### src/rtl/core/rwim_pkg.sv
// Shared constants, codes and types of the repeat window interval merger.
`default_nettype none

package rwim_pkg;

  // Field widths
  localparam int CHROM_BITS = 8;
  localparam int COUNT_BITS = 16;
  localparam int POS_BITS   = 31;
  localparam int LEN_BITS   = 32;
  localparam int THR_BITS   = 17;
  localparam int FRAC_BITS  = 16;
  localparam int TOT_BITS   = COUNT_BITS + 1;
  localparam int PROD_BITS  = THR_BITS + TOT_BITS;

  localparam logic [THR_BITS-1:0] THR_RESET = THR_BITS'(32768);

  // Input stream packing, lowest bit first
  localparam int IN_CHROM_LSB = 0;
  localparam int IN_START_LSB = IN_CHROM_LSB + CHROM_BITS;
  localparam int IN_END_LSB   = IN_START_LSB + POS_BITS;
  localparam int IN_DISC_LSB  = IN_END_LSB + POS_BITS;
  localparam int IN_REP_LSB   = IN_DISC_LSB + COUNT_BITS;
  localparam int IN_USED_BITS = IN_REP_LSB + COUNT_BITS;
  localparam int IN_DATA_BITS = ((IN_USED_BITS + 7) / 8) * 8;
  localparam int IN_USER_BITS = 1;

  // Output stream packing, lowest bit first
  localparam int OUT_CHROM_LSB = 0;
  localparam int OUT_FIRST_LSB = OUT_CHROM_LSB + CHROM_BITS;
  localparam int OUT_LAST_LSB  = OUT_FIRST_LSB + POS_BITS;
  localparam int OUT_LEN_LSB   = OUT_LAST_LSB + POS_BITS;
  localparam int OUT_TOTAL_LSB = OUT_LEN_LSB + LEN_BITS;
  localparam int OUT_USED_BITS = OUT_TOTAL_LSB + LEN_BITS;
  localparam int OUT_DATA_BITS = ((OUT_USED_BITS + 7) / 8) * 8;
  localparam int OUT_USER_BITS = 2;

  // Queue between classifier and merger
  localparam int FIFO_DEPTH    = 4;
  localparam int FIFO_PTR_BITS = $clog2(FIFO_DEPTH);
  localparam int FIFO_CNT_BITS = $clog2(FIFO_DEPTH + 1);

  // Register port
  localparam int APB_ADDR_BITS = 3;
  localparam int APB_DATA_BITS = 32;
  localparam int REG_IDX_LSB   = 2;

  typedef enum logic {
    REG_THRESHOLD = 1'b0,
    REG_UNUSED    = 1'b1
  } rwim_reg_e;

  typedef enum logic {
    ACT_WINDOW = 1'b0,
    ACT_FLUSH  = 1'b1
  } rwim_action_e;

  // Classified item held in the queue
  typedef struct packed {
    rwim_action_e          action;
    logic [CHROM_BITS-1:0] chrom;
    logic [POS_BITS-1:0]   first;
    logic [POS_BITS-1:0]   last;
  } rwim_item_t;

  // Queue status seen by both sides
  typedef struct packed {
    logic full;
    logic valid;
  } rwim_qstat_t;

  typedef struct packed {
    logic                  has_region;
    logic                  is_final;
    logic [CHROM_BITS-1:0] chrom;
    logic [POS_BITS-1:0]   first;
    logic [POS_BITS-1:0]   last;
    logic [LEN_BITS-1:0]   length;
    logic [LEN_BITS-1:0]   total;
  } rwim_result_t;

endpackage

`default_nettype wire

### src/rtl/core/rwim_classify.sv
// Front end: unpack input beats, test windows for repetitiveness, push kept items.
`default_nettype none

module rwim_classify
  import rwim_pkg::*;
(
  input  wire logic [IN_DATA_BITS-1:0] s_axis_tdata_i,
  input  wire logic [IN_USER_BITS-1:0] s_axis_tuser_i,
  input  wire logic                    s_axis_tvalid_i,
  output logic                         s_axis_tready_o,
  input  wire logic [THR_BITS-1:0]     threshold_i,
  input  wire rwim_qstat_t             qstat_i,
  output logic                         push_o,
  output rwim_item_t                   item_o
);

  logic [COUNT_BITS-1:0] disc;
  logic [COUNT_BITS-1:0] rep;
  logic [TOT_BITS-1:0]   total;
  logic [PROD_BITS-1:0]  prod;
  logic [PROD_BITS-1:0]  rep_scaled;
  logic                  rep_hit;
  rwim_action_e          action;

  assign disc   = s_axis_tdata_i[IN_DISC_LSB +: COUNT_BITS];
  assign rep    = s_axis_tdata_i[IN_REP_LSB +: COUNT_BITS];
  assign action = rwim_action_e'(s_axis_tuser_i[0]);

  // rep * 2^16 >= threshold * (disc + rep), zero total never qualifies
  assign total      = TOT_BITS'(disc) + TOT_BITS'(rep);
  assign prod       = PROD_BITS'(threshold_i) * PROD_BITS'(total);
  assign rep_scaled = PROD_BITS'({rep, {FRAC_BITS{1'b0}}});
  assign rep_hit    = (total != '0) && (rep_scaled >= prod);

  assign s_axis_tready_o = !qstat_i.full;

  // drop windows that are not repetitive: they change nothing downstream
  assign push_o = s_axis_tvalid_i && !qstat_i.full && ((action == ACT_FLUSH) || rep_hit);

  assign item_o.action = action;
  assign item_o.chrom  = s_axis_tdata_i[IN_CHROM_LSB +: CHROM_BITS];
  assign item_o.first  = s_axis_tdata_i[IN_START_LSB +: POS_BITS];
  assign item_o.last   = s_axis_tdata_i[IN_END_LSB +: POS_BITS];

endmodule

`default_nettype wire

### src/rtl/core/rwim_fifo.sv
// Short queue of classified items between front and back end.
`default_nettype none

module rwim_fifo
  import rwim_pkg::*;
(
  input  wire logic       clk_i,
  input  wire logic       rst_ni,
  input  wire logic       push_i,
  input  wire rwim_item_t item_i,
  input  wire logic       pop_i,
  output rwim_item_t      head_o,
  output rwim_qstat_t     qstat_o
);

  rwim_item_t               mem_q [FIFO_DEPTH];
  logic [FIFO_PTR_BITS-1:0] wr_ptr_q, wr_ptr_d;
  logic [FIFO_PTR_BITS-1:0] rd_ptr_q, rd_ptr_d;
  logic [FIFO_CNT_BITS-1:0] cnt_q, cnt_d;

  assign qstat_o.full  = (cnt_q == FIFO_CNT_BITS'(FIFO_DEPTH));
  assign qstat_o.valid = (cnt_q != '0);
  assign head_o        = mem_q[rd_ptr_q];

  always_comb begin
    wr_ptr_d = push_i ? wr_ptr_q + FIFO_PTR_BITS'(1) : wr_ptr_q;
    rd_ptr_d = pop_i ? rd_ptr_q + FIFO_PTR_BITS'(1) : rd_ptr_q;
    cnt_d    = cnt_q + FIFO_CNT_BITS'(push_i) - FIFO_CNT_BITS'(pop_i);
  end

  always_ff @(posedge clk_i or negedge rst_ni) begin
    if (!rst_ni) begin
      wr_ptr_q <= '0;
      rd_ptr_q <= '0;
      cnt_q    <= '0;
    end else begin
      wr_ptr_q <= wr_ptr_d;
      rd_ptr_q <= rd_ptr_d;
      cnt_q    <= cnt_d;
    end
  end

  always_ff @(posedge clk_i) begin
    if (push_i) begin
      mem_q[wr_ptr_q] <= item_i;
    end
  end

  a_no_overflow: assert property (@(posedge clk_i) disable iff (!rst_ni)
    push_i |-> !qstat_o.full)
    else $error("queue written while full");

  a_no_underflow: assert property (@(posedge clk_i) disable iff (!rst_ni)
    pop_i |-> qstat_o.valid)
    else $error("queue read while empty");

  a_count_in_range: assert property (@(posedge clk_i) disable iff (!rst_ni)
    cnt_q <= FIFO_CNT_BITS'(FIFO_DEPTH))
    else $error("queue count beyond depth");

endmodule

`default_nettype wire

### src/rtl/core/rwim_merge.sv
// Back end: merge repetitive windows into regions and hold the result beat.
`default_nettype none

module rwim_merge
  import rwim_pkg::*;
(
  input  wire logic        clk_i,
  input  wire logic        rst_ni,
  input  wire rwim_qstat_t qstat_i,
  input  wire rwim_item_t  head_i,
  output logic             pop_o,
  output logic             m_valid_o,
  input  wire logic        m_ready_i,
  output rwim_result_t     result_o
);

  logic                  open_q, open_d;
  logic [CHROM_BITS-1:0] chrom_q, chrom_d;
  logic [POS_BITS-1:0]   first_q, first_d;
  logic [POS_BITS-1:0]   last_q, last_d;
  logic [LEN_BITS-1:0]   sum_q, sum_d;
  logic                  out_valid_q, out_valid_d;
  rwim_result_t          out_q, out_d;

  logic                  is_flush;
  logic                  hit;
  logic                  emit;
  logic [LEN_BITS-1:0]   len;
  logic [LEN_BITS-1:0]   sum_new;

  assign pop_o     = qstat_i.valid && (!out_valid_q || m_ready_i);
  assign is_flush  = (head_i.action == ACT_FLUSH);
  assign hit       = open_q && (head_i.chrom == chrom_q) && (head_i.first <= last_q);
  assign len       = open_q ? LEN_BITS'(last_q) - LEN_BITS'(first_q) + LEN_BITS'(1) : '0;
  assign sum_new   = sum_q + len;
  assign emit      = pop_o && (is_flush || (open_q && !hit));
  assign m_valid_o = out_valid_q;
  assign result_o  = out_q;

  // region state
  always_comb begin
    open_d  = open_q;
    chrom_d = chrom_q;
    first_d = first_q;
    last_d  = last_q;
    sum_d   = sum_q;
    if (pop_o) begin
      priority if (is_flush) begin
        open_d  = 1'b0;
        chrom_d = '0;
        first_d = '0;
        last_d  = '0;
        sum_d   = '0;
      end else if (hit) begin
        last_d = head_i.last;
      end else begin
        open_d  = 1'b1;
        chrom_d = head_i.chrom;
        first_d = head_i.first;
        last_d  = head_i.last;
        sum_d   = sum_new;
      end
    end
  end

  // result beat: load on emit, drop once taken
  always_comb begin
    out_valid_d = out_valid_q;
    out_d       = out_q;
    if (emit) begin
      out_valid_d      = 1'b1;
      out_d.has_region = open_q;
      out_d.is_final   = is_flush;
      out_d.chrom      = open_q ? chrom_q : '0;
      out_d.first      = open_q ? first_q : '0;
      out_d.last       = open_q ? last_q : '0;
      out_d.length     = len;
      out_d.total      = sum_new;
    end else if (m_ready_i) begin
      out_valid_d = 1'b0;
    end
  end

  always_ff @(posedge clk_i or negedge rst_ni) begin
    if (!rst_ni) begin
      open_q      <= 1'b0;
      chrom_q     <= '0;
      first_q     <= '0;
      last_q      <= '0;
      sum_q       <= '0;
      out_valid_q <= 1'b0;
    end else begin
      open_q      <= open_d;
      chrom_q     <= chrom_d;
      first_q     <= first_d;
      last_q      <= last_d;
      sum_q       <= sum_d;
      out_valid_q <= out_valid_d;
    end
  end

  always_ff @(posedge clk_i) begin
    out_q <= out_d;
  end

  a_flush_clears: assert property (@(posedge clk_i) disable iff (!rst_ni)
    (pop_o && is_flush) |=> (!open_q && sum_q == '0))
    else $error("flush did not clear region state");

  a_window_result_has_region: assert property (@(posedge clk_i) disable iff (!rst_ni)
    (out_valid_q && !out_q.is_final) |-> out_q.has_region)
    else $error("window result without a region");

  a_result_held: assert property (@(posedge clk_i) disable iff (!rst_ni)
    (out_valid_q && !m_ready_i) |=> (out_valid_q && $stable(out_q)))
    else $error("stalled result beat changed");

endmodule

`default_nettype wire

### src/rtl/core/repeat_window_interval_merger.sv
// Top level of the repeat window interval merger: register port, front, queue, back.
//
//  channel   | role             | handshake                  | payload
//  ----------+------------------+----------------------------+-----------------------------------
//  s_axis    | window/end beats | s_axis_tvalid/tready       | tuser: action; tdata: window fields
//  m_axis    | region results   | m_axis_tvalid/tready       | tuser: flags; tdata: region fields
//  apb       | threshold reg    | psel/penable/pwrite/pready | paddr 0: proportion_threshold
//
// One beat per cycle is taken while the four-entry queue has room; the threshold
// multiply-and-compare sits in front of the queue and the merge update behind it.
// m_axis_tvalid rises once the causing beat has passed through the queue and loaded the result register.
// A stalled m_axis holds the result register; the queue keeps taking beats until full.
// Reset clears the region state, the running length sum and sets the threshold to one half.
`default_nettype none

module repeat_window_interval_merger
  import rwim_pkg::*;
(
  input  wire logic                     clk_i,
  input  wire logic                     rst_ni,
  // input stream
  input  wire logic                     s_axis_tvalid,
  output logic                          s_axis_tready,
  // [7:0] chrom, [38:8] window_start, [69:39] window_end,
  // [85:70] discriminative_count, [101:86] repetitive_count, [103:102] zero
  input  wire logic [IN_DATA_BITS-1:0]  s_axis_tdata,
  // [0] action
  input  wire logic [IN_USER_BITS-1:0]  s_axis_tuser,
  // result stream
  output logic                          m_axis_tvalid,
  input  wire logic                     m_axis_tready,
  // [7:0] region_chrom, [38:8] region_first, [69:39] region_last,
  // [101:70] region_length, [133:102] total_size, [135:134] zero
  output logic [OUT_DATA_BITS-1:0]      m_axis_tdata,
  // [0] has_region, [1] is_final
  output logic [OUT_USER_BITS-1:0]      m_axis_tuser,
  // register port
  input  wire logic                     psel,
  input  wire logic                     penable,
  input  wire logic                     pwrite,
  input  wire logic [APB_ADDR_BITS-1:0] paddr,
  input  wire logic [APB_DATA_BITS-1:0] pwdata,
  output logic [APB_DATA_BITS-1:0]      prdata,
  output logic                          pready
);

  logic [THR_BITS-1:0] thr_q, thr_d;
  rwim_reg_e           reg_idx;
  logic                reg_wr;

  rwim_qstat_t  qstat;
  rwim_item_t   push_item;
  rwim_item_t   head_item;
  logic         push;
  logic         pop;
  rwim_result_t result;

  // Register port: no wait states, word index from paddr above the byte offset
  assign pready  = 1'b1;
  assign reg_idx = rwim_reg_e'(paddr[REG_IDX_LSB]);
  assign reg_wr  = psel && penable && pwrite && pready;

  always_comb begin
    thr_d = thr_q;
    if (reg_wr && (reg_idx == REG_THRESHOLD)) begin
      thr_d = pwdata[THR_BITS-1:0];
    end
  end

  always_comb begin
    unique case (reg_idx)
      REG_THRESHOLD: prdata = APB_DATA_BITS'(thr_q);
      default:       prdata = '0;
    endcase
  end

  always_ff @(posedge clk_i or negedge rst_ni) begin
    if (!rst_ni) begin
      thr_q <= THR_RESET;
    end else begin
      thr_q <= thr_d;
    end
  end

  // Front: classify and drop non-repetitive windows
  rwim_classify u_classify (
    .s_axis_tdata_i  (s_axis_tdata),
    .s_axis_tuser_i  (s_axis_tuser),
    .s_axis_tvalid_i (s_axis_tvalid),
    .s_axis_tready_o (s_axis_tready),
    .threshold_i     (thr_q),
    .qstat_i         (qstat),
    .push_o          (push),
    .item_o          (push_item)
  );

  rwim_fifo u_fifo (
    .clk_i   (clk_i),
    .rst_ni  (rst_ni),
    .push_i  (push),
    .item_i  (push_item),
    .pop_i   (pop),
    .head_o  (head_item),
    .qstat_o (qstat)
  );

  // Back: merge regions and own the result register
  rwim_merge u_merge (
    .clk_i     (clk_i),
    .rst_ni    (rst_ni),
    .qstat_i   (qstat),
    .head_i    (head_item),
    .pop_o     (pop),
    .m_valid_o (m_axis_tvalid),
    .m_ready_i (m_axis_tready),
    .result_o  (result)
  );

  always_comb begin
    m_axis_tdata                                 = '0;
    m_axis_tdata[OUT_CHROM_LSB +: CHROM_BITS]    = result.chrom;
    m_axis_tdata[OUT_FIRST_LSB +: POS_BITS]      = result.first;
    m_axis_tdata[OUT_LAST_LSB +: POS_BITS]       = result.last;
    m_axis_tdata[OUT_LEN_LSB +: LEN_BITS]        = result.length;
    m_axis_tdata[OUT_TOTAL_LSB +: LEN_BITS]      = result.total;
    m_axis_tuser                                 = {result.is_final, result.has_region};
  end

endmodule

`default_nettype wire
### config.mk
export PLATFORM = sky130hd
export DESIGN_NAME = repeat_window_interval_merger
export DESIGN_NICKNAME = d
export VERILOG_FILES = /design/src/rtl/core/rwim_pkg.sv /design/src/rtl/core/rwim_classify.sv /design/src/rtl/core/rwim_fifo.sv /design/src/rtl/core/rwim_merge.sv /design/src/rtl/core/repeat_window_interval_merger.sv
export SDC_FILE = /design/constraint.sdc
export NUM_CORES = 1
export LEC_CHECK = 0
export ABC_AREA = 1
export BUFFER_PORTS_ARGS = -buffer_cell sky130_fd_sc_hd__buf_2
export CELL_PAD_IN_SITES_DETAIL_PLACEMENT = 2
export CELL_PAD_IN_SITES_GLOBAL_PLACEMENT = 2
export CORE_ASPECT_RATIO = 0.75
export CORE_MARGIN = 4
export CORE_UTILIZATION = 30
export DETAILED_ROUTE_END_ITERATION = 7
export GPL_TIMING_DRIVEN = 0
export HOLD_SLACK_MARGIN = 0.03
export PLACE_DENSITY_LB_ADDON = 0.1
export SYNTH_ARGS = -nofsm -noshare
export SYNTH_HDL_FRONTEND = slang
export SYNTH_SLANG_ARGS = --single-unit
### constraint.sdc
create_clock -name clk_i -period 10.2 [get_ports clk_i]
set_input_delay 0.51 -clock clk_i [delete_from_list [all_inputs] [get_ports clk_i]]
set_output_delay 0.51 -clock clk_i [all_outputs]
set_load 0.1 [all_outputs]
Word level (Yosys, flattened, before mapping)
Memory sizes are Yosys's and may differ from the RTL's.
Cells that the tools add are included.
Widths: inputs -> output; s select.

operators by class
  add/sub/neg operators = 8
  reductions and logical operators = 21
  eq/ne operators = 3
  order comparisons = 2
  $mul = 1
  multiplexer cells = 15
  bitwise operators = 1

operators with widths
  kind                   count
  $mux 32                3
  $mux 31                3
  $ge 32x34->1           1
  $mul 17x17->34         1
  $add 32x1->32 const B  1
  $add 32x32->32         1
  $sub 31x31->32         1
  $le 31x31->1           1
  $add 16x16->17         1
  $mux 17                1
  $reduce_bool 17->1     1
  $mux 8                 2
  $logic_and 1x1->1      11
  $eq 8x8->1             1
  $mux 1                 6
  $add 2x1->2 const B    2
  $add 3x1->3            1
  $eq 3x3->1 const B     1
  $logic_not 1->1        3
  $logic_or 1x1->1       3
  $reduce_bool 3->1      1
  $sub 3x1->3            1
  $ne 2x2->1 const B     1
  $reduce_and 2->1       1
  2 further kinds        2

word-level totals
  RAM bits = 284
  word-level logic and storage cells = 69
  memories kept = 1
  bits in registers = 264
  output and inout bits = 173

memory list
  memory        depth  width  rd ports  clocked after Yosys merged registers in  write ports  line             RTL
  u_fifo.mem_q  4      71     1         0                                        1            rwim_fifo.sv:16  rwim_item_t mem_q [FIFO_DEPTH];

Longest topological paths before layout
An unclocked memory read counts as a cell.

  word-level depth = 9
  depth in mapped cells = 53
  depth with buffers taken out = 53

Cells and area by module
A second synthesis with hierarchy kept.

second synthesis, totals
  cells, all modules = 4402
  area, all modules = 38360.5 um^2

by module, submodules not included
  module                         sequential area each (um^2)  instances  cells an instance  area an instance (um^2)
  rwim_merge                     6686.4                       1          1538               13568.0
  rwim_fifo                      8703.3                       1          1158               12294.3
  rwim_classify                  0.0                          1          1574               11506.0
  repeat_window_interval_merger  426.7                        1          132                992.2

Least setup slack after synthesis
OpenSTA, ideal clock, no wires.

  kind = input-to-reg
  start = input port s_axis_tdata[70]
  end = memory u_fifo.mem_q[0][0] (netlist bit), enable pin
  arrival time = 10992 ps
  buffers on the path = 1
  stages = 46
  slack = -1292 ps
  required time = 9700 ps
  path through = ha_1 -> inv_1 -> fa_1 -> inv_1 -> nand3_1 -> nand2_1 -> nand2_1 -> nand2_1 -> nand2_1 -> nand2_1 -> clkbuf_1 -> nand2_1 -> fa_1 -> inv_1 -> fa_1 -> inv_1 -> fa_1 -> inv_1 -> [10 not listed] -> nand2_1 -> nand2_1 -> nand2_1 -> nand2_1 -> a21oi_1 -> o21bai_1 -> xor2_1 -> ha_1 -> nand2_1 -> inv_1 -> nand4_1 -> nor4_1 -> nand4_1 -> nand3_1 -> nand3_1 -> nand2_2 -> nand2_2 -> nor2_1

between the ends
  longest elaborated chain between the ends = 8

ends and longest elaborated chain
  element                           line                                 RTL
  start: declaration                repeat_window_interval_merger.sv:26  input wire logic [IN_DATA_BITS-1:0] s_axis_tdata,
  $add 16x16->17 (*)                rwim_classify.sv:30                  assign total = TOT_BITS'(disc) + TOT_BITS'(rep);
  $mul 17x17->34                    rwim_classify.sv:31                  assign prod = PROD_BITS'(threshold_i) * PROD_BITS'(total);
  $ge 32x34->1                      rwim_classify.sv:33                  assign rep_hit = (total != '0) && (rep_scaled >= prod);
  $logic_and 1x1->1 (*)             rwim_classify.sv:33
  $logic_or 1x1->1 (*)              rwim_classify.sv:38                  assign push_o = s_axis_tvalid_i && !qstat_i.full && ((action == ACT_FLUSH) || rep_hit);
  $logic_and 1x1->1 (*)             rwim_classify.sv:38
  $mux 1 (*)                        rwim_fifo.sv:44                      if (push_i) begin
  $mux 1 (implied by the code) (*)  rwim_fifo.sv:45                      mem_q[wr_ptr_q] <= item_i;
  end: declaration                  rwim_fifo.sv:16

Every way passes the cells marked *; elsewhere a longest branch is shown, timed or not.

Worst setup path after layout
  start = input port s_axis_tdata[86]
  end = memory u_fifo.mem_q[0][16] (netlist bit), enable pin

between the ends
  longest elaborated chain between the ends = 8

ends and longest elaborated chain
  element                           line
  $add 16x16->17                    rwim_classify.sv:30
  $mul 17x17->34                    rwim_classify.sv:31
  $ge 32x34->1                      rwim_classify.sv:33
  $logic_and 1x1->1 (*)             rwim_classify.sv:33
  $logic_or 1x1->1 (*)              rwim_classify.sv:38
  $logic_and 1x1->1 (*)             rwim_classify.sv:38
  $mux 1 (*)                        rwim_fifo.sv:44
  $mux 1 (implied by the code) (*)  rwim_fifo.sv:45

Marked as above.

==> flow_summary.toml <==
[clock_tree]
clk_latency_ns = 0.68
clkSinkCount = 548
clk_pin_slew_ns = 0.06
cts_tree = "built"
cts_buffer_depth = 3
cts_buffers = 60
clockRootBuffer = "clkbuf_16"
htreeDepth = 2

[synthesis]
synth.avg_cell_area_um2 = 9.62
async_reset_ff_frac = 0.234
yosys-top-cells-area = "edfxtp_1 35%, fa_1 13%, ha_1 9.5%"
synth_top_cell_area_share = 0.354
ys_warn_count = 0
synth_top_family_by_area = "adder cells"
synthAdderAreaFrac = 0.223
synth_edf_count = 420
yosys.area_share.simple = 0.142
yosys.area.top_type = "edfxtp_1"
synth_seq_cells = 548
synth_common_cells = "832 x nand2_1, 628 x inv_1, 420 x edfxtp_1"
synth_compound_area_frac = 0.0886
synth_xor_area_frac = 0.0162
synth_most_common_cell = "nand2_1"
ys_types = 58
synth_cells = 3699
synthMuxAreaShare = 0
syn_area_mm2 = 0.0356
ys.flop_type = "edfxtp_1"
yosysSeqAreaShare = 0.444

[floorplan]
rows = 109
die_w_um = 406
start_util = 0.302
fp.dieArea_mm2 = 0.124
coreArea_mm2 = 0.118
io_pins = 320
die_y_um = 306

[timing]
fin_ws_ns = 0.440
fin_crit_ns = 9.76
relSlewSlack = 0.367
finalSetupViolations = 0
tightest_slew_ns = 0.950
fin_worst_skew_ns = 0.0594
min_period_over_period = 0.957
slew_violations = 0
hold_slack_ns = 0.0791
setup_tns_ns = 0
hold_viol = 0
fmax_ghz = 0.102

[detailed_routing]
route.detailed.drc = 0
wl_per_cell_um = 23.1
totalWireLength_mm = 133
ant_nets = 0
drtPass1Iterations = 5
num_vias = 27600
drt_iter0_drc = 1867
viasPerCell = 4.80

[place]
postPlaceCellArea_mm2 = 0.0394
post-dp-hpwl_mm = 106
port_buffers = 281
gp_congestion = 0.797
pre_cts_ws_ns = -3.15

[grt]
grt_pass1_wl_mm = 196
grt_antenna_before_repair = 24
overflow = 0
grt_pass1_vias = 29600
grt_max_degree = 72
grt.total_usage = 0.211

[worst_setup_path]
setup.worst_path.class = "primary input to flop"
arrival_ns = 10.13
crit_required_ns = 10.57
cpMaxStageDelayCell = "fa_1"
startpoint_type = "primary input"
cp_max_fo = 13
crit_top_cell = "nand2_1"
endpoint_kind = "flop"
critical_path.max_stage_delay_ns = 0.60

[finish]
seqCellArea_mm2 = 0.0158
nFillCells = 12900
syn_to_final_growth_pct = 19.4
nets = 4778
layout-drive-gt1-share = 0.132
multi_input_area_mm2 = 0.0172
design_area_mm2 = 0.0425

[min_path]
worstHoldPathType = "primary input to flop"

[status]
outcome = "complete, no violations"

[job]
drv_cap = 0
==> state kept, by name (all words and copies together), names as in the netlist <==
register and cells:
u_fifo.cnt_q 3, u_fifo.wr_ptr_q 2, u_merge.open_q 1, u_fifo.mem_q 284, u_merge.last_q 31, u_fifo.rd_ptr_q 2
u_merge.result_o 136, u_merge.m_valid_o 1, u_merge.chrom_q 8, u_merge.sum_q 32, thr_q 17, u_merge.first_q 31
==> cells in the final DEF (no fill, tap or decap), types with 15 or more instances in the layout <==
master and n:
nand2_1 818, ha_1 259, xor2_1 39, o21ai_1 39
buf_4 45, nor2_1 277, nand4_1 29, dlygate4sd3_1 31
o21ai_0 149, fa_1 227, buf_2 287, xnor2_1 24
nor3_1 15, inv_1 622, conb_1 18, edfxtp_1 420
o22ai_1 64, clkbuf_1 97, clkbuf_16 61, a21oi_1 198
dfrtp_1 127, a32o_1 34, nand3_1 68
==> per-layer routing <==
layer | GRT usage | vias up | share of wire
met1 | 0.331 | 14000 | 0.52
li1 | - | 12900 | -
met5 | 0 | - | 0.00045
met2 | 0.311 | 473 | 0.42
met4 | 0.0318 | 10 | 0.014
met3 | 0.0339 | 110 | 0.048
==> cells by family after synthesis <==
family,after synthesis
other,2
and+or+nand+nor,1264
DFF,548
AOI/OAI and AO/OA,548
buffers and inverters,774
adders and majority gates,497
xor gates and xnor gates,66
==> worst paths after layout <==
check | from | to | slack [ns] | cells after the start
max | s_axis_tdata[86] | u_fifo.mem_q[0][16] | 0.44 | 50
min in group asynchronous | rst_ni | u_merge.last_q[27] | 0.43 | 2
max in group asynchronous | rst_ni | u_merge.first_q[21] | 8.95 | 3
min | s_axis_tdata[16] | u_fifo.mem_q[1][39] | 0.08 | 1
min reg2reg | u_merge.open_q | u_merge.result_o[135] | 0.46 | 0
max reg2reg | thr_q[9] | u_fifo.mem_q[0][16] | 0.60 | 42
==> metrics by stage <==
step                      instances  utilization
after CTS                      5728        0.358
after global placement         5550        0.331
after global routing           5740        0.360
final                          5746        0.361
after floorplan                3715            -
after detailed placement       5566        0.334
==> layout make-up <==
| class | instances | share of cell area |
|---|---|---|
| timing repair buffer | 354 | 0.0561 |
| tap | 1554 | 0.0458 |
| inverter | 641 | 0.0574 |
| multi-input combinational | 2397 | 0.405 |
| clock inverter | 36 | 0.00907 |
| antenna | 7 | 0.000412 |
| clock buffer | 77 | 0.0378 |
| sequential | 548 | 0.372 |
| buffer | 132 | 0.0163 |
==> repair_timing <==
action / CTS / global route
pin swaps: 13 / 19
buffers inserted: 14 / 9
hold buffers: 31 / 0
endpoints found under the hold margin: 171 / 0
gates cloned: 5 / 2
endpoints found under the setup margin: 289 / 286
resized for setup: 75 / 47
==> critical path: cells and delay by family <==
family / cells / cell delay, ns
AND/OR/NAND/NOR: 22 / 2.77
buffers and inverters: 13 / 1.76
AO/OA/AOI/OAI: 4 / 0.80
adder cells (fa/ha/maj): 10 / 4.12
XOR/XNOR: 1 / 0.12
Power is not shown: default switching activity piles up to over one toggle a cycle in this logic, so the estimate is an artifact.
